**src/hdl/hhlc_pkg.sv**
```systemverilog
// Shared types and byte constants for the header line checker.
package hhlc_pkg;

  localparam int FIELD_W = 10;

  localparam logic [7:0] CHAR_CR    = 8'h0D;
  localparam logic [7:0] CHAR_LF    = 8'h0A;
  localparam logic [7:0] CHAR_COLON = 8'h3A;
  localparam logic [7:0] CHAR_SP    = 8'h20;
  localparam logic [7:0] CHAR_TAB   = 8'h09;

  localparam logic [1:0] COLONS_NONE = 2'd0;
  localparam logic [1:0] COLONS_ONE  = 2'd1;
  localparam logic [1:0] COLONS_MANY = 2'd2;

  typedef struct packed {
    logic               valid_res;
    logic [FIELD_W-1:0] name_length;
    logic [FIELD_W-1:0] value_offset;
    logic [FIELD_W-1:0] value_length;
  } line_res_t;

endpackage

```
**src/hdl/hhlc_scan.sv**
```systemverilog
// Per-line scan state and the verdict computed on the last byte.
module hhlc_scan
  import hhlc_pkg::*;
#(
  parameter int MAX_LINE = 1024
) (
  input  logic       clk,
  input  logic       rst_n,
  input  logic       take,
  input  logic [7:0] line_byte,
  input  logic       is_last,
  output line_res_t  res
);

  localparam int CNT_W = $clog2(MAX_LINE + 2);
  localparam int EXT_W = (CNT_W > FIELD_W) ? CNT_W : FIELD_W;
  localparam logic [CNT_W-1:0] MAX_CNT = CNT_W'(MAX_LINE);

  logic [CNT_W-1:0] byte_count_r, byte_count_nxt;
  logic             too_long_r, too_long_nxt;
  logic [1:0]       colon_count_r, colon_count_nxt;
  logic [CNT_W-1:0] colon_offset_r, colon_offset_nxt;
  logic             lead_r, lead_nxt;
  logic             trail_r, trail_nxt;
  logic [7:0]       held0_r, held0_nxt;
  logic [7:0]       held1_r, held1_nxt;
  logic             bad_start_r, bad_start_nxt;
  logic             seen_r, seen_nxt;
  logic [CNT_W-1:0] first_r, first_nxt;
  logic [CNT_W-1:0] last_r, last_nxt;

  logic [CNT_W-1:0] pos;
  logic             body_en;
  logic             blank;
  logic             ok;
  logic [CNT_W-1:0] trim_len;
  logic [CNT_W-1:0] empty_off;

  always_comb begin
    byte_count_nxt   = byte_count_r;
    too_long_nxt     = too_long_r;
    colon_count_nxt  = colon_count_r;
    colon_offset_nxt = colon_offset_r;
    lead_nxt         = lead_r;
    trail_nxt        = trail_r;
    bad_start_nxt    = bad_start_r;
    seen_nxt         = seen_r;
    first_nxt        = first_r;
    last_nxt         = last_r;
    pos              = byte_count_r - CNT_W'(2);
    body_en          = (byte_count_r >= CNT_W'(2)) && !too_long_r;
    blank            = (held0_r == CHAR_SP) || (held0_r == CHAR_TAB);

    if (body_en) begin
      if (held0_r == CHAR_COLON) begin
        if (colon_count_r == COLONS_NONE) begin
          colon_offset_nxt = pos;
        end
        if (colon_count_r != COLONS_MANY) begin
          colon_count_nxt = colon_count_r + 2'd1;
        end
      end else if (colon_count_r == COLONS_NONE) begin
        if ((pos == '0) && (held0_r == CHAR_SP)) begin
          lead_nxt = 1'b1;
        end
        trail_nxt = (held0_r == CHAR_SP);
      end else if (colon_count_r == COLONS_ONE) begin
        if ((pos == colon_offset_r + CNT_W'(1)) && !blank) begin
          bad_start_nxt = 1'b1;
        end
        if (!blank) begin
          if (!seen_r) begin
            first_nxt = pos;
            seen_nxt  = 1'b1;
          end
          last_nxt = pos;
        end
      end
    end

    held0_nxt = held1_r;
    held1_nxt = line_byte;
    if (byte_count_r <= MAX_CNT) begin
      byte_count_nxt = byte_count_r + CNT_W'(1);
    end
    too_long_nxt = too_long_r || (byte_count_nxt > MAX_CNT);
  end

  always_comb begin
    ok = !too_long_nxt && (byte_count_nxt > CNT_W'(2))
      && (held0_nxt == CHAR_CR) && (held1_nxt == CHAR_LF)
      && (colon_count_nxt == COLONS_ONE) && (colon_offset_nxt != '0)
      && !lead_nxt && !trail_nxt && !bad_start_nxt;
    trim_len  = last_nxt - first_nxt + CNT_W'(1);
    empty_off = byte_count_nxt - CNT_W'(2);
    res       = '0;
    if (ok) begin
      res.valid_res   = 1'b1;
      if (seen_nxt) begin
        res.value_offset = FIELD_W'(EXT_W'(first_nxt));
        res.value_length = FIELD_W'(EXT_W'(trim_len));
      end else begin
        res.value_offset = FIELD_W'(EXT_W'(empty_off));
        res.value_length = '0;
      end
      res.name_length = FIELD_W'(EXT_W'(colon_offset_nxt));
    end
  end

  always_ff @(posedge clk) begin
    if (!rst_n || (take && is_last)) begin
      byte_count_r   <= '0;
      too_long_r     <= 1'b0;
      colon_count_r  <= COLONS_NONE;
      colon_offset_r <= '0;
      lead_r         <= 1'b0;
      trail_r        <= 1'b0;
      held0_r        <= '0;
      held1_r        <= '0;
      bad_start_r    <= 1'b0;
      seen_r         <= 1'b0;
      first_r        <= '0;
      last_r         <= '0;
    end else if (take) begin
      byte_count_r   <= byte_count_nxt;
      too_long_r     <= too_long_nxt;
      colon_count_r  <= colon_count_nxt;
      colon_offset_r <= colon_offset_nxt;
      lead_r         <= lead_nxt;
      trail_r        <= trail_nxt;
      held0_r        <= held0_nxt;
      held1_r        <= held1_nxt;
      bad_start_r    <= bad_start_nxt;
      seen_r         <= seen_nxt;
      first_r        <= first_nxt;
      last_r         <= last_nxt;
    end
  end

endmodule

```
**config.mk**
```make
export PLATFORM = sky130hd
export DESIGN_NAME = hhlc_scan
export DESIGN_NICKNAME = d
export VERILOG_FILES = /design/src/hdl/hhlc_pkg.sv /design/src/hdl/hhlc_scan.sv
export SDC_FILE = /design/constraint.sdc
export NUM_CORES = 1
export LEC_CHECK = 0
export BUFFER_PORTS_ARGS = -buffer_cell sky130_fd_sc_hd__buf_2
export CELL_PAD_IN_SITES_DETAIL_PLACEMENT = 0
export CELL_PAD_IN_SITES_GLOBAL_PLACEMENT = 1
export CORE_MARGIN = 3
export CORE_UTILIZATION = 40
export DETAILED_ROUTE_END_ITERATION = 10
export GPL_ROUTABILITY_DRIVEN = 0
export GPL_TIMING_DRIVEN = 0
export PLACE_DENSITY_LB_ADDON = 0.1
export SLEW_MARGIN = 15
export SYNTH_ARGS = -nofsm -noshare
export SYNTH_HDL_FRONTEND = slang
export SYNTH_SLANG_ARGS = --single-unit
export TNS_END_PERCENT = 5
```
**constraint.sdc**
```tcl
create_clock -name clk -period 5.32 [get_ports clk]
set_input_delay 0.532 -clock clk [delete_from_list [all_inputs] [get_ports clk]]
set_output_delay 0.532 -clock clk [all_outputs]
set_load 0.01 [all_outputs]
```
; After elaboration in Yosys (flattened, before gate mapping)
; Cells that the tools add are included.
[classes]
muxes = 37
add_sub_neg = 7
n_lt_le_gt_ge = 4
eq_ne = 9
n_reduce_logical = 25
[op_table]
columns = op, n
row1 = 11-bit 2-to-1 mux, 15
row2 = 31-bit 2-to-1 mux, 1
row3 = 8-bit by 4-bit == test with 1-bit output (second input constant), 3
row4 = 11-bit by 1-bit adder with 11-bit output (second input constant), 2
row5 = 20-bit 2-to-1 mux, 1
row6 = 1-bit 2-to-1 mux, 17
row7 = 8-bit by 6-bit == test with 1-bit output (second input constant), 2
row8 = 1-bit logical AND, 12
row9 = 11-bit == test, 1
row10 = 11-bit by 2-bit greater-or-equal comparator with 1-bit output (second input constant), 1
row11 = 11-bit greater-than comparator (second input constant), 1
row12 = 11-bit by 2-bit greater-than comparator with 1-bit output (second input constant), 1
row13 = 11-bit less-or-equal comparator (second input constant), 1
row14 = 11-bit logical NOT, 1
row15 = 11-bit nonzero test, 1
row16 = 11-bit by 2-bit subtractor with 11-bit output (second input constant), 1
row17 = 10-bit by 1-bit adder with 10-bit output (second input constant), 1
row18 = 10-bit subtractor, 1
row19 = 10-bit by 2-bit subtractor with 10-bit output (second input constant), 1
row20 = 1-bit logical NOT, 7
row21 = 2-bit 2-to-1 mux, 3
row22 = 2-bit by 1-bit == test with 1-bit output (second input constant), 2
row23 = 1-bit logical OR, 3
row24 = 2-bit by 1-bit adder with 2-bit output (second input constant), 1
row25 = 2 further kinds, 2
[totals]
word_cells = 94
reg_bits = 67

; Longest topological paths before layout
[depth]
word_depth = 14
depth_mapped = 22
ltp_nobuf = 20

; Least setup slack after synthesis
; Ideal clock, no wire load.
[synth_path]
path_type = reg2out
from = register byte_count_r[2]
to = output port res[9] (netlist bit)
required_ps = 4788
arrival_ps = 4475
path_stages_with_launch = 23
slack_ps = 313
path_buffers = 3
path_cell_list = dfxtp_1 -> clkbuf_1 -> inv_1 -> ha_1 -> clkbuf_1 -> nor4b_1 -> a41oi_1 -> nand4_1 -> nor2_1 -> clkbuf_1 -> a21oi_1 -> ha_1 -> inv_1 -> ha_1 -> inv_1 -> fa_1 -> nor2b_1 -> o21ai_0 -> a21oi_1 -> o41ai_1 -> xnor2_1 -> xnor2_1 -> and2_1
[synth_rtl]
columns = element, line
row1 = "start, declared", hhlc_scan.sv:19  ; logic [CNT_W-1:0] byte_count_r, byte_count_nxt;
row2 = "start signal, assigned", hhlc_scan.sv:125  ; byte_count_r <= byte_count_nxt;
row3 = "end, declared", hhlc_scan.sv:12  ; output line_res_t res

==> impl_metrics.csv <==
group,metric,value,unit
outcome,outcome,"finished, final reports clean",
worst_setup_path,crit_buf_inv,6,
sta,slew_violations,0,
sta,max_freq,200,MHz
floorplanning,rows,40,
finish,nNetsFinal,752,
synth,synth.area.mux_share,0.0889,
detailed_routing,antenna_left,0,
finish,final_cell_area,6010,um2
worst_setup_path,crit_path_start,"byte_count_r[2]",
worst_setup_path,rr_startpoint,"byte_count_r[1]",
synth,synth_compound_area_frac,0.177,
grt,use_met1,0.317,
synth,syn-num-nets,693,
sta,fin_crit,5.00,ns
grt,globalRouteTotalUtil,0.230,
sta,setup_viol,0,
grt,grt_pass1_wl,25.8,mm
synth,synth_area,5150,um2
detailed_routing,avgRoutedWirePerCell,18.6,um
clock_network,cts_buffers,9,
floorplanning,io_pins,43,
sta,clock_skew,0.00845,ns
clock_network,root_buffer,"clkbuf_16",
sta,worstMarginPinSlew,1.19,ns
min_path,hold_path_class,"primary input to register",
worst_setup_path,max_stage_delay,0.35,ns
synth,synthXorXnorAreaFrac,0.0699,
detailed_routing,detailedRoute.firstPassIterationCount,5,
finish,diodes,0,
grt,grt_max_degree,14,
floorplanning,initial_core_util,0.418,
clock_network,cts.htree.levels,3,
place,place_hpwl,12.4,mm
synth,synth_ff_type,"dfxtp_1",
worst_setup_path,cp-end-kind,"output port",
worst_setup_path,cp_max_fo,10,
power_and_ir_drop,powerDensity,212,nW/um2
grt,overflow,0,
sta,min_period_over_period,0.941,
power_and_ir_drop,vdd_ir_drop_max,0.163,mV
synth,yosys_warnings,0,
clock_network,cts_buffer_depth,2,
grt,top_usage_layer,"met2",
synth,synth_top_family_by_area,"simple AND/OR/NAND/NOR gates",
synth,synth-async-reset-ratio,0,
clock_network,clk_latency,0.35,ns
synth,syn_avg_cell_area,7.91,um2
synth,synthSimpleGateAreaFrac,0.277,
place,dp_slack,-0.817,ns
detailed_routing,vias,4935,
clock_network,cts_tree,"built",
detailed_routing,drt_iter0_markers,352,
synth,ys_seq_area_frac,0.253,
synth,ys_seq_elements,65,
worst_setup_path,crit_path_cell_trace,"buf_4, inv_1, ha_4, nor4b_4, a41oi_2, nand4_1, buf_4, clkbuf_4, buf_2, a21oi_2, ha_1, ha_1, nor2b_2, o21ai_0, a21oi_1, o41ai_1, xnor2_1, xnor2_1, and2_1, buf_2",
place,portBuffers,42,
grt,antenna_found_initial,0,
clock_network,clkTransAtPathRegs,0.06,ns
sta,grt_setup_unrepaired,"false",
detailed_routing,drt-total-wl,16.4,mm
finish,syn2layout_area_growth,16.7,%
grt,use_met3,0.0457,
place,post_dp_cell_area,5570,um2
floorplanning,die_h,119,um
floorplanning,core,12300,um2
synth,synth_edf_count,0,
sta,fin_tns_setup,0,ns
grt,grt_use_met2,0.368,
floorplanning,dieArea,14300,um2
power_and_ir_drop,p_total,1.28,mW
worst_setup_path,cp_top_family,"buffers and inverters",
synth,synth_top_area_share,0.253,
sta,slew_headroom,0.202,
worst_setup_path,critPathRequiredTime,4.79,ns
worst_setup_path,start_kind,"register",
clock_network,clock_sinks,65,
floorplanning,die_width,119,um
finish,drive_gt1_frac,0.173,
synth,synth.area.top_cells,"dfxtp_1 (25%), nor2_1 (7.9%), mux2i_1 (7.6%)",
min_path,min_from,"line_byte[5]",
synth,synth.distinct_cells,67,
worst_setup_path,arrival,4.47,ns
grt,first_global_vias,4657,
worst_setup_path,crit_type,"register to output port",
detailed_routing,route.detailed.drc,0,
worst_setup_path,cpMaxStageDelayCell,"dfxtp_2",
flow_run,cap_violations,0,
power_and_ir_drop,power.static_leakage,2.39,nW
sta,setup_ws,0.316,ns
synth,synth_adder_area_share,0.0743,
synth,syn_inst,651,
sta,hold_viol_final,0,
synth,synth_top_area_cell,"dfxtp_1",
detailed_routing,routed_via_density,5.59,
-- power by group --
group	switching (mW)	internal (mW)
Combinational	0.0924	0.0539
Clock	0.248	0.382
Sequential	0.00634	0.493
Total	0.347	0.929
-- sequential cells by signal, indices dropped and copies added (netlist names) --
name	flops
held0_nxt	8
byte_count_r	11
colon_offset_r	11
trail_r	1
lead_r	1
first_r	10
held0_r	8
seen_r	1
colon_count_r	2
last_r	10
bad_start_r	1
too_long_r	1
-- worst min-delay path: cells and delay by family --
family / cells / cell delay (ns)
buffers and inverters: 1 / 0.09
AND/OR/NAND/NOR: 1 / 0.07
multiplexers: 1 / 0.06
-- placed cells by master, fill, tap and decap left out, drive strengths merged, types with 3 or more instances in the layout --
cell type,count
or3,12
clkbuf,45
mux2,6
nand4b,3
or2,4
and3,4
nand2b,4
nor3,25
xor2,7
a21oi,16
dfxtp,65
mux2i,39
nor4b,5
nand2,35
o21a,3
o211ai,7
o21ai,26
nor2,109
or4,5
nand3b,3
a31oi,4
buf,65
nand4,14
xnor2,29
and2,10
ha,29
a21o,8
a211oi,32
a211o,5
nand3,20
nor4,7
inv,22
nor2b,10
a41oi,3
-- synth_stat cells (all sizes together) (4+ instances only) --
| library cell | count |
|---|---|
| nand3 | 20 |
| xor2 | 7 |
| nor2 | 109 |
| nor4 | 7 |
| or4 | 5 |
| a21o | 8 |
| o21ai | 26 |
| and2 | 10 |
| nor4b | 5 |
| dfxtp | 65 |
| xnor2 | 29 |
| a21oi | 16 |
| nand4 | 14 |
| mux2i | 39 |
| nor2b | 10 |
| o211ai | 7 |
| a211oi | 32 |
| mux2 | 6 |
| buf | 15 |
| clkbuf | 37 |
| ha | 29 |
| inv | 20 |
| a31oi | 4 |
| a211o | 5 |
| or2 | 4 |
| nand2 | 35 |
| nand2b | 4 |
| nor3 | 25 |
| or3 | 12 |
| and3 | 4 |
-- logic make-up (layout without fill, tap and decap cells) --
| family | after synthesis | in the layout |
|---|---|---|
| simple gates | 279 | 279 |
| compound gates | 122 | 122 |
| buf+inv | 72 | 136 |
| flops | 65 | 65 |
| mux | 45 | 45 |
| xor+xnor | 38 | 38 |
| fa+ha+maj | 30 | 30 |
-- through the flow --
| stage | std cells | utilization | hold slack [ns] |
|---|---|---|---|
| after global routing | 883 | 0.488 | 0.458 |
| final | 883 | 0.488 | 0.439 |
| after detailed placement | 861 | 0.453 | 0.474 |
| after floorplan | 651 | - | 0.438 |
| after global placement | 861 | 0.453 | 0.468 |
| after CTS | 880 | 0.484 | 0.435 |
-- layout make-up --
class	instances	area (um2)
fillers	1269	6300
inverters	20	75.1
plain buffers	51	253
multi-input cells	514	3590
repair buffers	49	263
well taps	168	210
flip-flops and latches	65	1300
clock inverters	6	75.1
clock buffers	10	239
-- worst paths after layout --
kind,endpoint,slack (ns),depth (start not counted)
worst max-delay path,res[9],0.32,20
worst min register to register,lead_r,0.48,2
worst min-delay path,held0_nxt[5],0.44,3
worst max register to register,bad_start_r,1.95,9
-- routing by layer --
metal,routed length [um],share of wire
met1,7690,0.47
met2,7670,0.47
met4,246,0.015
met3,786,0.048
met5,0,0
-- repair_timing --
action / 4_1_cts / 5_1_grt
endpoints found under the setup margin: 8 / 3
resized for setup: 14 / 12
hold buffers: 0 / 0
hold endpoints to repair: 0 / 0
buffers inserted: 4 / 3
pin swaps: 3 / 3
Power figures use the tool's default switching activity.
